**src/hdl/sefb_pkg.sv**
```systemverilog
// ----------------------------------------------------------------------------
// sefb_pkg: shared types and constants for the STX/ETX frame builder
// Holds framing bytes, the minimum count, the hex digit encoder and the
// bundle that carries the bytes one input transaction produces.
// ----------------------------------------------------------------------------
package sefb_pkg;

  localparam logic [7:0] STX_BYTE  = 8'h02;
  localparam logic [7:0] ETX_BYTE  = 8'h03;
  localparam logic [7:0] ERR_BYTE  = 8'h00;
  localparam logic [7:0] MIN_COUNT = 8'd4;
  localparam int unsigned MAX_BYTES = 7;
  localparam int unsigned LEN_W     = 3;

  typedef struct packed {
    logic [MAX_BYTES-1:0][7:0] bytes;
    logic [LEN_W-1:0]          len;
    logic                      fin;
    logic                      err;
  } sefb_bundle_t;

  function automatic logic [7:0] hex_digit(input logic [3:0] d);
    logic [7:0] r;
    if (d < 4'd10) begin
      r = 8'h30 + {4'h0, d};
    end else begin
      r = 8'h37 + {4'h0, d};
    end
    return r;
  endfunction

endpackage

```
**src/hdl/sefb_encode.sv**
```systemverilog
// ----------------------------------------------------------------------------
// sefb_encode: frame state and per-transaction byte bundle
// Tracks frame position, running checksum and drop mode, and registers the
// bytes each accepted character produces as one bundle.
// ----------------------------------------------------------------------------
module sefb_encode
  import sefb_pkg::*;
(
  input  logic         clk,
  input  logic         rst,
  input  logic         in_valid,
  output logic         in_ready,
  input  logic [7:0]   char_in,
  input  logic [7:0]   frame_count,
  input  logic         char_last,
  output sefb_bundle_t pend,
  output logic         pend_valid,
  input  logic         pend_take
);

  logic         inside_frame;
  logic [7:0]   running_sum;
  logic         dropping;
  logic         accept;
  logic         first;
  logic         bad_count;
  logic [7:0]   cnt_hi;
  logic [7:0]   cnt_lo;
  logic [7:0]   sum_new;
  logic [7:0]   chk;
  sefb_bundle_t pend_next;

  assign in_ready  = !pend_valid || pend_take;
  assign accept    = in_valid && in_ready;
  assign first     = !inside_frame;
  assign bad_count = frame_count < MIN_COUNT;
  assign cnt_hi    = hex_digit(frame_count[7:4]);
  assign cnt_lo    = hex_digit(frame_count[3:0]);
  assign sum_new   = first ? (cnt_hi + cnt_lo + char_in) : (running_sum + char_in);
  assign chk       = 8'h00 - sum_new;

  always_comb begin
    pend_next       = '0;
    pend_next.fin   = char_last;
    if (first && bad_count) begin
      pend_next.bytes[0] = ERR_BYTE;
      pend_next.len      = LEN_W'(1);
      pend_next.fin      = 1'b1;
      pend_next.err      = 1'b1;
    end else if (first) begin
      pend_next.bytes[0] = STX_BYTE;
      pend_next.bytes[1] = cnt_hi;
      pend_next.bytes[2] = cnt_lo;
      pend_next.bytes[3] = char_in;
      pend_next.bytes[4] = hex_digit(chk[7:4]);
      pend_next.bytes[5] = hex_digit(chk[3:0]);
      pend_next.bytes[6] = ETX_BYTE;
      pend_next.len      = char_last ? LEN_W'(7) : LEN_W'(4);
    end else begin
      pend_next.bytes[0] = char_in;
      pend_next.bytes[1] = hex_digit(chk[7:4]);
      pend_next.bytes[2] = hex_digit(chk[3:0]);
      pend_next.bytes[3] = ETX_BYTE;
      pend_next.len      = char_last ? LEN_W'(4) : LEN_W'(1);
    end
  end

  always_ff @(posedge clk) begin
    if (rst) begin
      inside_frame <= 1'b0;
      running_sum  <= 8'h00;
      dropping     <= 1'b0;
      pend_valid   <= 1'b0;
    end else begin
      if (accept && !dropping) begin
        pend_valid <= 1'b1;
      end else if (pend_take) begin
        pend_valid <= 1'b0;
      end
      if (accept) begin
        if (dropping) begin
          dropping <= !char_last;
        end else if (first && bad_count) begin
          dropping    <= !char_last;
          running_sum <= 8'h00;
        end else begin
          inside_frame <= !char_last;
          running_sum  <= char_last ? 8'h00 : sum_new;
        end
      end
    end
  end

  always_ff @(posedge clk) begin
    if (accept && !dropping) begin
      pend <= pend_next;
    end
  end

  a_pend_len: assert property (@(posedge clk) disable iff (rst)
    pend_valid |-> pend.len != '0)
    else $error("pending bundle is empty");

  a_err_len: assert property (@(posedge clk) disable iff (rst)
    pend_valid && pend.err |-> pend.len == LEN_W'(1) && pend.fin)
    else $error("error bundle malformed");

  a_drop_idle: assert property (@(posedge clk) disable iff (rst)
    dropping |-> !inside_frame)
    else $error("dropping inside an open frame");

endmodule

```
**src/hdl/sefb_serial.sv**
```systemverilog
// ----------------------------------------------------------------------------
// sefb_serial: bundle to byte stream
// Holds the current bundle and steps through its bytes into the output
// register, pulling the next bundle as the last byte leaves.
// ----------------------------------------------------------------------------
module sefb_serial
  import sefb_pkg::*;
(
  input  logic         clk,
  input  logic         rst,
  input  sefb_bundle_t pend,
  input  logic         pend_valid,
  output logic         pend_take,
  output logic         out_valid,
  input  logic         out_ready,
  output logic [7:0]   byte_out,
  output logic         frame_end,
  output logic         count_error
);

  sefb_bundle_t     cur;
  logic             cur_valid;
  logic [LEN_W-1:0] idx;
  logic             out_load;
  logic             emit;
  logic             at_end;
  logic             cur_done;

  assign out_load  = !out_valid || out_ready;
  assign emit      = cur_valid && out_load;
  assign at_end    = idx == (cur.len - LEN_W'(1));
  assign cur_done  = emit && at_end;
  assign pend_take = pend_valid && (!cur_valid || cur_done);

  always_ff @(posedge clk) begin
    if (rst) begin
      cur_valid <= 1'b0;
      idx       <= '0;
      out_valid <= 1'b0;
    end else begin
      if (pend_take) begin
        cur_valid <= 1'b1;
        idx       <= '0;
      end else if (cur_done) begin
        cur_valid <= 1'b0;
        idx       <= '0;
      end else if (emit) begin
        idx <= idx + LEN_W'(1);
      end
      if (emit) begin
        out_valid <= 1'b1;
      end else if (out_ready) begin
        out_valid <= 1'b0;
      end
    end
  end

  always_ff @(posedge clk) begin
    if (pend_take) begin
      cur <= pend;
    end
    if (emit) begin
      byte_out    <= cur.bytes[idx];
      frame_end   <= cur.fin && at_end;
      count_error <= cur.err && at_end;
    end
  end

  a_idx_range: assert property (@(posedge clk) disable iff (rst)
    cur_valid |-> idx < cur.len)
    else $error("byte index past bundle length");

  a_err_end: assert property (@(posedge clk) disable iff (rst)
    out_valid && count_error |-> frame_end && byte_out == ERR_BYTE)
    else $error("error result malformed");

  a_take_free: assert property (@(posedge clk) disable iff (rst)
    pend_take && cur_valid |-> cur_done)
    else $error("bundle overwritten before drained");

endmodule

```
**src/hdl/stx_etx_frame_builder.sv**
```systemverilog
// ----------------------------------------------------------------------------
// stx_etx_frame_builder: STX/ETX framer with two's complement checksum
// Turns a character stream into framed bytes: STX, count as two hex digits,
// the characters, checksum as two hex digits, ETX.
//
// Input channel (in_valid/in_ready): char_in, frame_count, char_last. The
// count is read on the first character of a frame; char_last closes it.
// A count below four yields one result with count_error and frame_end set
// and the rest of that frame is discarded with no output.
// Output channel (out_valid/out_ready): byte_out, frame_end, count_error,
// one byte per transaction.
// Bytes pass the pending bundle, the current bundle and the output register.
// Throughput: one output byte per cycle while the receiver is ready; a
// transaction yields 1, 4 or 7 bytes (none while a rejected frame's tail
// is dropped). The input takes a new transaction while the previous one
// drains, through a one-bundle holding register in front of the byte
// serializer.
// Reset clears frame state, the pending bundle and the output register.
// When the receiver stalls, the output holds and the input backs up after
// one pending bundle.
// ----------------------------------------------------------------------------
module stx_etx_frame_builder
  import sefb_pkg::*;
(
  input  logic       clk,
  input  logic       rst,
  input  logic       in_valid,
  output logic       in_ready,
  input  logic [7:0] char_in,
  input  logic [7:0] frame_count,
  input  logic       char_last,
  output logic       out_valid,
  input  logic       out_ready,
  output logic [7:0] byte_out,
  output logic       frame_end,
  output logic       count_error
);

  sefb_bundle_t pend;
  logic         pend_valid;
  logic         pend_take;

  sefb_encode u_encode (
    .clk         (clk),
    .rst         (rst),
    .in_valid    (in_valid),
    .in_ready    (in_ready),
    .char_in     (char_in),
    .frame_count (frame_count),
    .char_last   (char_last),
    .pend        (pend),
    .pend_valid  (pend_valid),
    .pend_take   (pend_take)
  );

  sefb_serial u_serial (
    .clk         (clk),
    .rst         (rst),
    .pend        (pend),
    .pend_valid  (pend_valid),
    .pend_take   (pend_take),
    .out_valid   (out_valid),
    .out_ready   (out_ready),
    .byte_out    (byte_out),
    .frame_end   (frame_end),
    .count_error (count_error)
  );

endmodule
```
**config.mk**
```make
export PLATFORM = sky130hd
export DESIGN_NAME = stx_etx_frame_builder
export DESIGN_NICKNAME = d
export VERILOG_FILES = /design/src/hdl/sefb_pkg.sv /design/src/hdl/sefb_encode.sv /design/src/hdl/sefb_serial.sv /design/src/hdl/stx_etx_frame_builder.sv
export SDC_FILE = /design/constraint.sdc
export NUM_CORES = 1
export LEC_CHECK = 0
export BUFFER_PORTS_ARGS = -buffer_cell sky130_fd_sc_hd__buf_2
export CORE_MARGIN = 2
export CORE_UTILIZATION = 28
export DETAILED_ROUTE_END_ITERATION = 8
export HOLD_SLACK_MARGIN = 0.1
export SYNTH_ARGS = -nofsm -noshare
export SYNTH_HDL_FRONTEND = slang
export SYNTH_SLANG_ARGS = --single-unit
```
**constraint.sdc**
```tcl
create_clock -name clk -period 7.8 [get_ports clk]
set_clock_uncertainty 0.05 [all_clocks]
set_input_delay 1.17 -clock clk [delete_from_list [all_inputs] [get_ports clk]]
set_output_delay 1.17 -clock clk [all_outputs]
set_load 0.05 [all_outputs]
```
======== Word level (Yosys, flattened, before mapping) ========
Cells that the tools add are included.
storage, ports and cells
  latch bits .............................. 0
  flip-flop bits (word level) ............. 148
  memories kept ........................... 0
  RAM bits ................................ 0
  output and inout port bits .............. 12
  ROM bits ................................ 0
  input port bits ......................... 21
cells by class
  bitwise gates (word level) .............. 3
  divide/modulo/power cells ............... 0
  muxes and demuxes ....................... 22
  equality and inequality tests ........... 1
  $lt $le $gt $ge ......................... 6
  shifts and indexed selects .............. 0
  multipliers ............................. 0
  reductions and logical operators ........ 25
  $add $sub $neg .......................... 14
operators by type and width
  operator             number
  $mux 8               8
  $add 6x4->7 const A  8
  $mux 29              1
  $add 8x8->8          3
  $bmux 8 s3           1
  $mux 18              1
  $lt 4x4->1 const B   4
  $mux 1               9
  $logic_and 1x1->1    8
  $lt 8x3->1 const B   1
  $sub 1x8->8 const A  1
  $logic_not 1->1      6
  $reduce_bool 2->1    3
  $lt 3x4->1 const B   1
  $reduce_or 2->1      2
  $add 3x1->3 const B  1
  $eq 3x3->1           1
  $logic_or 1x1->1     3
  $mux 3               1
  $not 1->1            3
  $reduce_and 3->1     1
  $reduce_or 3->1      1
  $sub 3x1->3 const B  1
  $mux 2               1
  $reduce_and 2->1     1

======== Longest topological paths before layout ========
  depth in word-level cells ............... 10
  mapped depth ............................ 18

======== By module ========
A second synthesis with hierarchy kept.
unflattened totals
  cell total of the unflattened synthesis .. 555
  area, all modules ....................... 6771.5 µm²
modules (own cells, without submodules)
  module       times used  seq. area each (µm²)  cells each  area an instance (µm²)
  sefb_encode  1           1721.7                391         3878.7
  sefb_serial  1           2232.1                164         2892.8

======== Least setup slack after synthesis ========
OpenSTA, ideal clock, no wires.
  kind .................................... input to register
  start point ............................. input port out_ready
  end point ............................... register u_serial.cur[0] in the netlist's numbering, enable pin
  arrival ................................. 4312 ps
  setup time .............................. 474 ps
  setup slack ............................. 2964 ps
  stages .................................. 5
  path through ............................ nand2b_1 nand2_1 inv_1 nand2_1 a21oi_1
between the ends
  longest elaborated chain between the ends .. 5
RTL lines
  item                     line                         RTL
  start, declared          stx_etx_frame_builder.sv:33  input logic out_ready,
  $logic_or 1x1->1         sefb_serial.sv:29            assign out_load = !out_valid || out_ready;
  $logic_and 1x1->1        sefb_serial.sv:30            assign emit = cur_valid && out_load;
  named net u_serial.emit  sefb_serial.sv:25            logic emit;
  $logic_and 1x1->1        sefb_serial.sv:32            assign cur_done = emit && at_end;
  $logic_or 1x1->1         sefb_serial.sv:33            assign pend_take = pend_valid && (!cur_valid || cur_done);
  $logic_and 1x1->1        sefb_serial.sv:33
  named net pend_take      stx_etx_frame_builder.sv:41  logic pend_take;
  end signal, assigned     sefb_serial.sv:60            cur <= pend;
  end, declared            sefb_serial.sv:21            sefb_bundle_t cur;
The timed path passes the listed nets, and every way through them passes these cells.
A chain may end at the register's enable or synchronous reset.

======== Worst setup path in the final report ========
  start point ............................. input port frame_count[6]
  end point ............................... register u_encode.pend[19] (netlist name)
between the ends
  longest elaborated chain between the ends .. 9
  elaborated cells between the ends (all ways) .. 15
  classes of those cells .................. 7 x add/sub; 3 x order compare; 4 x mux; 1 x reduce/logical
RTL lines
  item                                 line                         RTL
  start, declared                      stx_etx_frame_builder.sv:30  input logic [7:0] frame_count,
  $add 6x4->7 (tied with other cells)  sefb_pkg.sv:27               r = 8'h37 + {4'h0, d};
  $mux 8                               sefb_pkg.sv:24               if (d < 4'd10) begin
  $add 8x8->8 (2 in series)            sefb_encode.sv:39            assign sum_new = first ? (cnt_hi + cnt_lo + char_in) : (running_sum + char_in);
  $mux 8                               sefb_encode.sv:39
  $sub 1x8->8                          sefb_encode.sv:40            assign chk = 8'h00 - sum_new;
  $add 6x4->7 (tied with other cells)  sefb_pkg.sv:27
  $mux 8                               sefb_pkg.sv:24
  $mux 29                              sefb_encode.sv:50            end else if (first) begin
Several ways; a longest one is shown, not always the timed one.

==> flow_results.org <==
** Global routing
- Global routing used 11.4% of the available tracks across all layers.
- Aggregate global routing overflow :: 0
- The initial antenna violation count was 0.
- The first global-routing pass estimated roughly 21 mm of wire.
- Entering global routing, the biggest net connects 54 pins.
- The via count of the first global-routing pass was 3911.

** Worst setup path
- Data on the critical path is required at its endpoint by 7910 ps.
- Capturing element type of the critical path :: register
- The worst setup path is of the primary input to register kind.
- Max stage delay on crit path :: 470 ps
- Family of cells with the greatest summed delay on the critical path :: compound AO/OA/AOI/OAI gates
- STA classifies the critical path startpoint as a primary input.
- On the critical path, the stage with the largest delay is an instance of xnor2_1.
- Max Fanout on Critical Path :: 6
- Number of buffer and inverter instances along the worst setup path :: 3
- For the worst setup path, the data arrival time is 5260 ps.
- CP Cell Sequence :: buf_2 -> o21ai_1 -> inv_1 -> nand2_1 -> xor2_1 -> fa_1 -> inv_1 -> ha_1 -> a211oi_1 -> o21ai_0 -> o32ai_4 -> nor2_1 -> xnor2_1 -> ha_1 -> a21oi_2 -> mux2_2

** Yosys
- Distinct cells, synth :: 74
- Sequential fraction of the synthesis area :: a little under three fifths
- Counting flops with a built-in enable in the synthesized netlist gives 110.
- Dominant combinational cell family by area after synthesis :: compound AO/OA/AOI/OAI gates
- Adder-Cell Fraction of Synth Area :: 7.04%
- Syn nets :: 559
- Share of the synthesized netlist area taken by xor and xnor gates :: 2.92%
- Flip-flop and latch count after synthesis :: 126
- Summing the areas of all compound-gate instances in the mapped netlist gives 12.1% of the synthesized area.
- Synthesis handed over a netlist of 508 instances.
- Among all flip-flop cells after synthesis, the most frequent one is edfxtp_1.
- Synthesis warning total :: 0
- In this run the cell area of the synthesized design comes to 6290 µm².
- Simple-Gate Fraction of Synth Area :: 12.0%
- Share of synthesized registers carrying an async set or reset :: 0%
- The portion of synthesized area spent on multiplexers is 4.67%.
- A synthesized cell averages 12.4 µm².

** STA
- Based on the critical path, the design can be clocked at up to roughly 0.19 GHz.
- Setup violations remaining at the end of the flow were counted as 0.
- Endpoints failing hold :: 0
- Fin crit period :: about 5200 ps
- The final number of max-transition violations was 0.
- At the pin with the least slew margin, the transition time is 823 ps.
- The worst pin sits at a relative slew slack of 45.0%.
- RSZ-0062 raised after global routing :: no
- The final critical path takes up 66.0% of the cycle.
- After routing, the total negative slack on setup checks comes to 0 ps.

** Clock tree
- TritonCTS built the clock tree.
- CTS Root Cell :: clkbuf_16
- # resized after CTS :: 0
- The number of setup buffers added after CTS is 0.
- H-tree depth :: 4
- The number of clock buffers added by TritonCTS is 17.
- In this run, post-CTS hold repair placed 0 buffers.
- Count of clock tree sinks :: 126
- Number of buffers on the longest clock path :: 2
- Latest clock arrival within the worst-skew pair :: 410 ps
- Clock slew seen by the registers of the worst setup and hold paths :: 60 ps

** Power
- The clock network is responsible for 35.6% of the overall power.
- Net Sw Frac :: 29.1%
- Combinational logic is responsible for 23.5% of the overall power.
- P_int :: 1.50 mW
- For this design the total switching power over the nets is ~610 µW.
- Sequential cell fraction of total power :: 40.9%
- Summed over all cells, the static leakage comes to 2.68 nW.
- Dividing total power by cell area gives a power density of 289 nW/µm².
- IR analysis of the VDD net gives a maximum drop of 0.134 mV.

** Detailed routing
- The routed layout has ~3900 vias.
- The first TritonRoute pass finished after 4 iterations.
- Vias per std cell :: 4.66
- Mean routed wirelength per cell :: 15.3 µm
- In the routed design, unresolved DRC markers number 0.
- The detail route stage leaves a number of antenna-violating nets equal to 0.
- Violation count after the first detailed-routing iteration :: about 320
- Total wire length :: approximately 13 mm

** Layout
- The post-route netlist has 17.4% of its cells at a drive strength greater than 1.
- Summed area of non-filler cells in the final layout :: between 7000 and 8000 µm²
- # fillers :: 2148
- The repair_antennas step left the layout with diodes totalling 0.
- The net count of the finished layout is approximately 600.
- Area growth from synthesis to final layout :: 16.3%
- Fin cells :: 838

** Floorplanning
- The initial utilization of the core area, before any placement, comes to 28.7%.
- Number of placed I/O pins :: 33
- Number of placement rows :: 54
- The total area inside the core boundary comes to 22000 µm².
- The floorplan step set the die width to 154 µm.
- The die covers 23700 µm².
- The die is 154 µm tall.

** Placement
- Counting tap cells, the placed design contains a total of approximately 810 instances.
- In this run the cell area measured after placement is about 6700 µm².
- Final estimated routing congestion in global placement :: 0.860
- Detailed placement ended at an HPWL of 9.17 mm.
- Input and output buffers added on the ports amount to 32.

** Outcome
- The flow ran to the end, and the final reports show no timing, DRC or antenna violations.

** Flow run
- The tool flagged a number of max-cap violations equal to 0.

** Worst hold path
- Class of the tightest hold or removal check :: register to register
[path summary, 6_finish.rpt]
kind / startpoint / endpoint / slack [ps] / cells past startpoint
worst min-delay path: u_encode.pend[37]$_SDFFCE_PP0P_ / u_serial.cur[37]$_DFFE_PP_ / 360 / 0
worst max register to register: u_encode.inside_frame$_SDFFE_PP0P_ / u_encode.pend[15]$_SDFFCE_PP0P_ / 3950 / 13
worst max-delay path: frame_count[6] / u_encode.pend[19]$_SDFFCE_PP0P_ / 2650 / 16
worst min register to register: u_encode.pend[37]$_SDFFCE_PP0P_ / u_serial.cur[37]$_DFFE_PP_ / 360 / 0
[cells by family (layout without fill, tap and decap cells)]
kind of cell | Yosys count | in the layout
adders and majority gates | 30 | 30
buffers and inverters | 56 | 106
xor gates and xnor gates | 21 | 21
and+or+nand+nor | 151 | 151
DFF | 126 | 126
muxes | 20 | 20
AOI/OAI and AO/OA | 104 | 104
[routing by layer]
layer	share of wire (%)	vias to the layer above	GRT usage (%)
met3	3.7	19	2.34
met4	2.1	0	4.94
met1	46	1844	14.8
met5	0	-	0
li1	-	1950	-
met2	48	89	18.4
[synthesized netlist by cell type (all sizes together) (11+ instances only)]
cell type | number | share of area [%]
a21oi | 30 | 2.4
clkbuf | 11 | 0.66
dfxtp | 16 | 5.1
edfxtp | 110 | 52
ha | 21 | 4.2
inv | 37 | 2.2
mux2i | 11 | 1.7
nand2 | 37 | 2.2
nand3 | 14 | 1.2
nor2 | 52 | 3.3
o21ai | 29 | 2.4
xnor2 | 12 | 1.7
[metrics by stage]
step	hold WS, ps	setup slack (ps)	utilization, %	total power [mW]
after global placement	352	2240	30.7	1.37
after global routing	364	2210	33.3	2.22
after detailed placement	355	2220	30.7	1.38
final	361	2650	33.3	2.11
after CTS	361	2660	33.3	2.13
after floorplan	350	2960	-	1.25
[power groups by stage]
| stage | Sequential [mW] | Clock (mW) | Combinational (mW) |
|---|---|---|---|
| floorplan | 0.886 | 0 | 0.364 |
| global placement | 0.879 | 0 | 0.495 |
| detailed placement | 0.880 | 0 | 0.496 |
| CTS | 0.866 | 0.766 | 0.498 |
| global route | 0.873 | 0.794 | 0.549 |
| finish | 0.865 | 0.753 | 0.496 |
[layout by cell type (no fill, tap or decap), drive strengths merged, types with 3 or more instances in the layout]
master   netlist  layout
edfxtp       110     110
nor2          52      52
inv           37      40
nand2         37      37
buf            7      36
a21oi         30      30
o21ai         29      29
ha            21      21
clkbuf        11      18
dfxtp         16      16
nand3         14      14
xnor2         12      12
mux2i         11      11
xor2           9       9
fa             9       9
and2           9       9
clkinv         1       8
mux4           7       7
nor3           6       6
a31oi          5       5
a211oi         5       5
o22ai          4       4
and3           4       4
nand2b         3       3
nor2b          3       3
o2bb2ai        3       3
or3            3       3
a311oi         3       3
a2111oi        3       3
[area by class of cell]
class,count,area (µm²),share of cell area [%]
Tap cell,280,350,4.79
Clock buffer,18,429,5.86
Multi-Input combinational cell,326,2440,33.4
Sequential cell,126,3620,49.5
Inverter,38,143,1.95
Clock inverter,14,141,1.93
Timing Repair Buffer,36,190,2.60
[state kept, by name, summed over array words and instances (netlist names)]
| name | count |
|---|---|
| u_encode.pend_valid | 1 |
| u_serial.count_error | 1 |
| u_serial.cur | 50 |
| u_serial.out_valid | 1 |
| u_serial.cur_valid | 1 |
| u_encode.inside_frame | 1 |
| u_serial.byte_out | 8 |
| u_encode.dropping | 1 |
| u_serial.frame_end | 1 |
| u_serial.idx | 3 |
| u_encode.running_sum | 8 |
| u_encode.pend | 50 |
No activity file was read; power rests on OpenSTA's default activity.
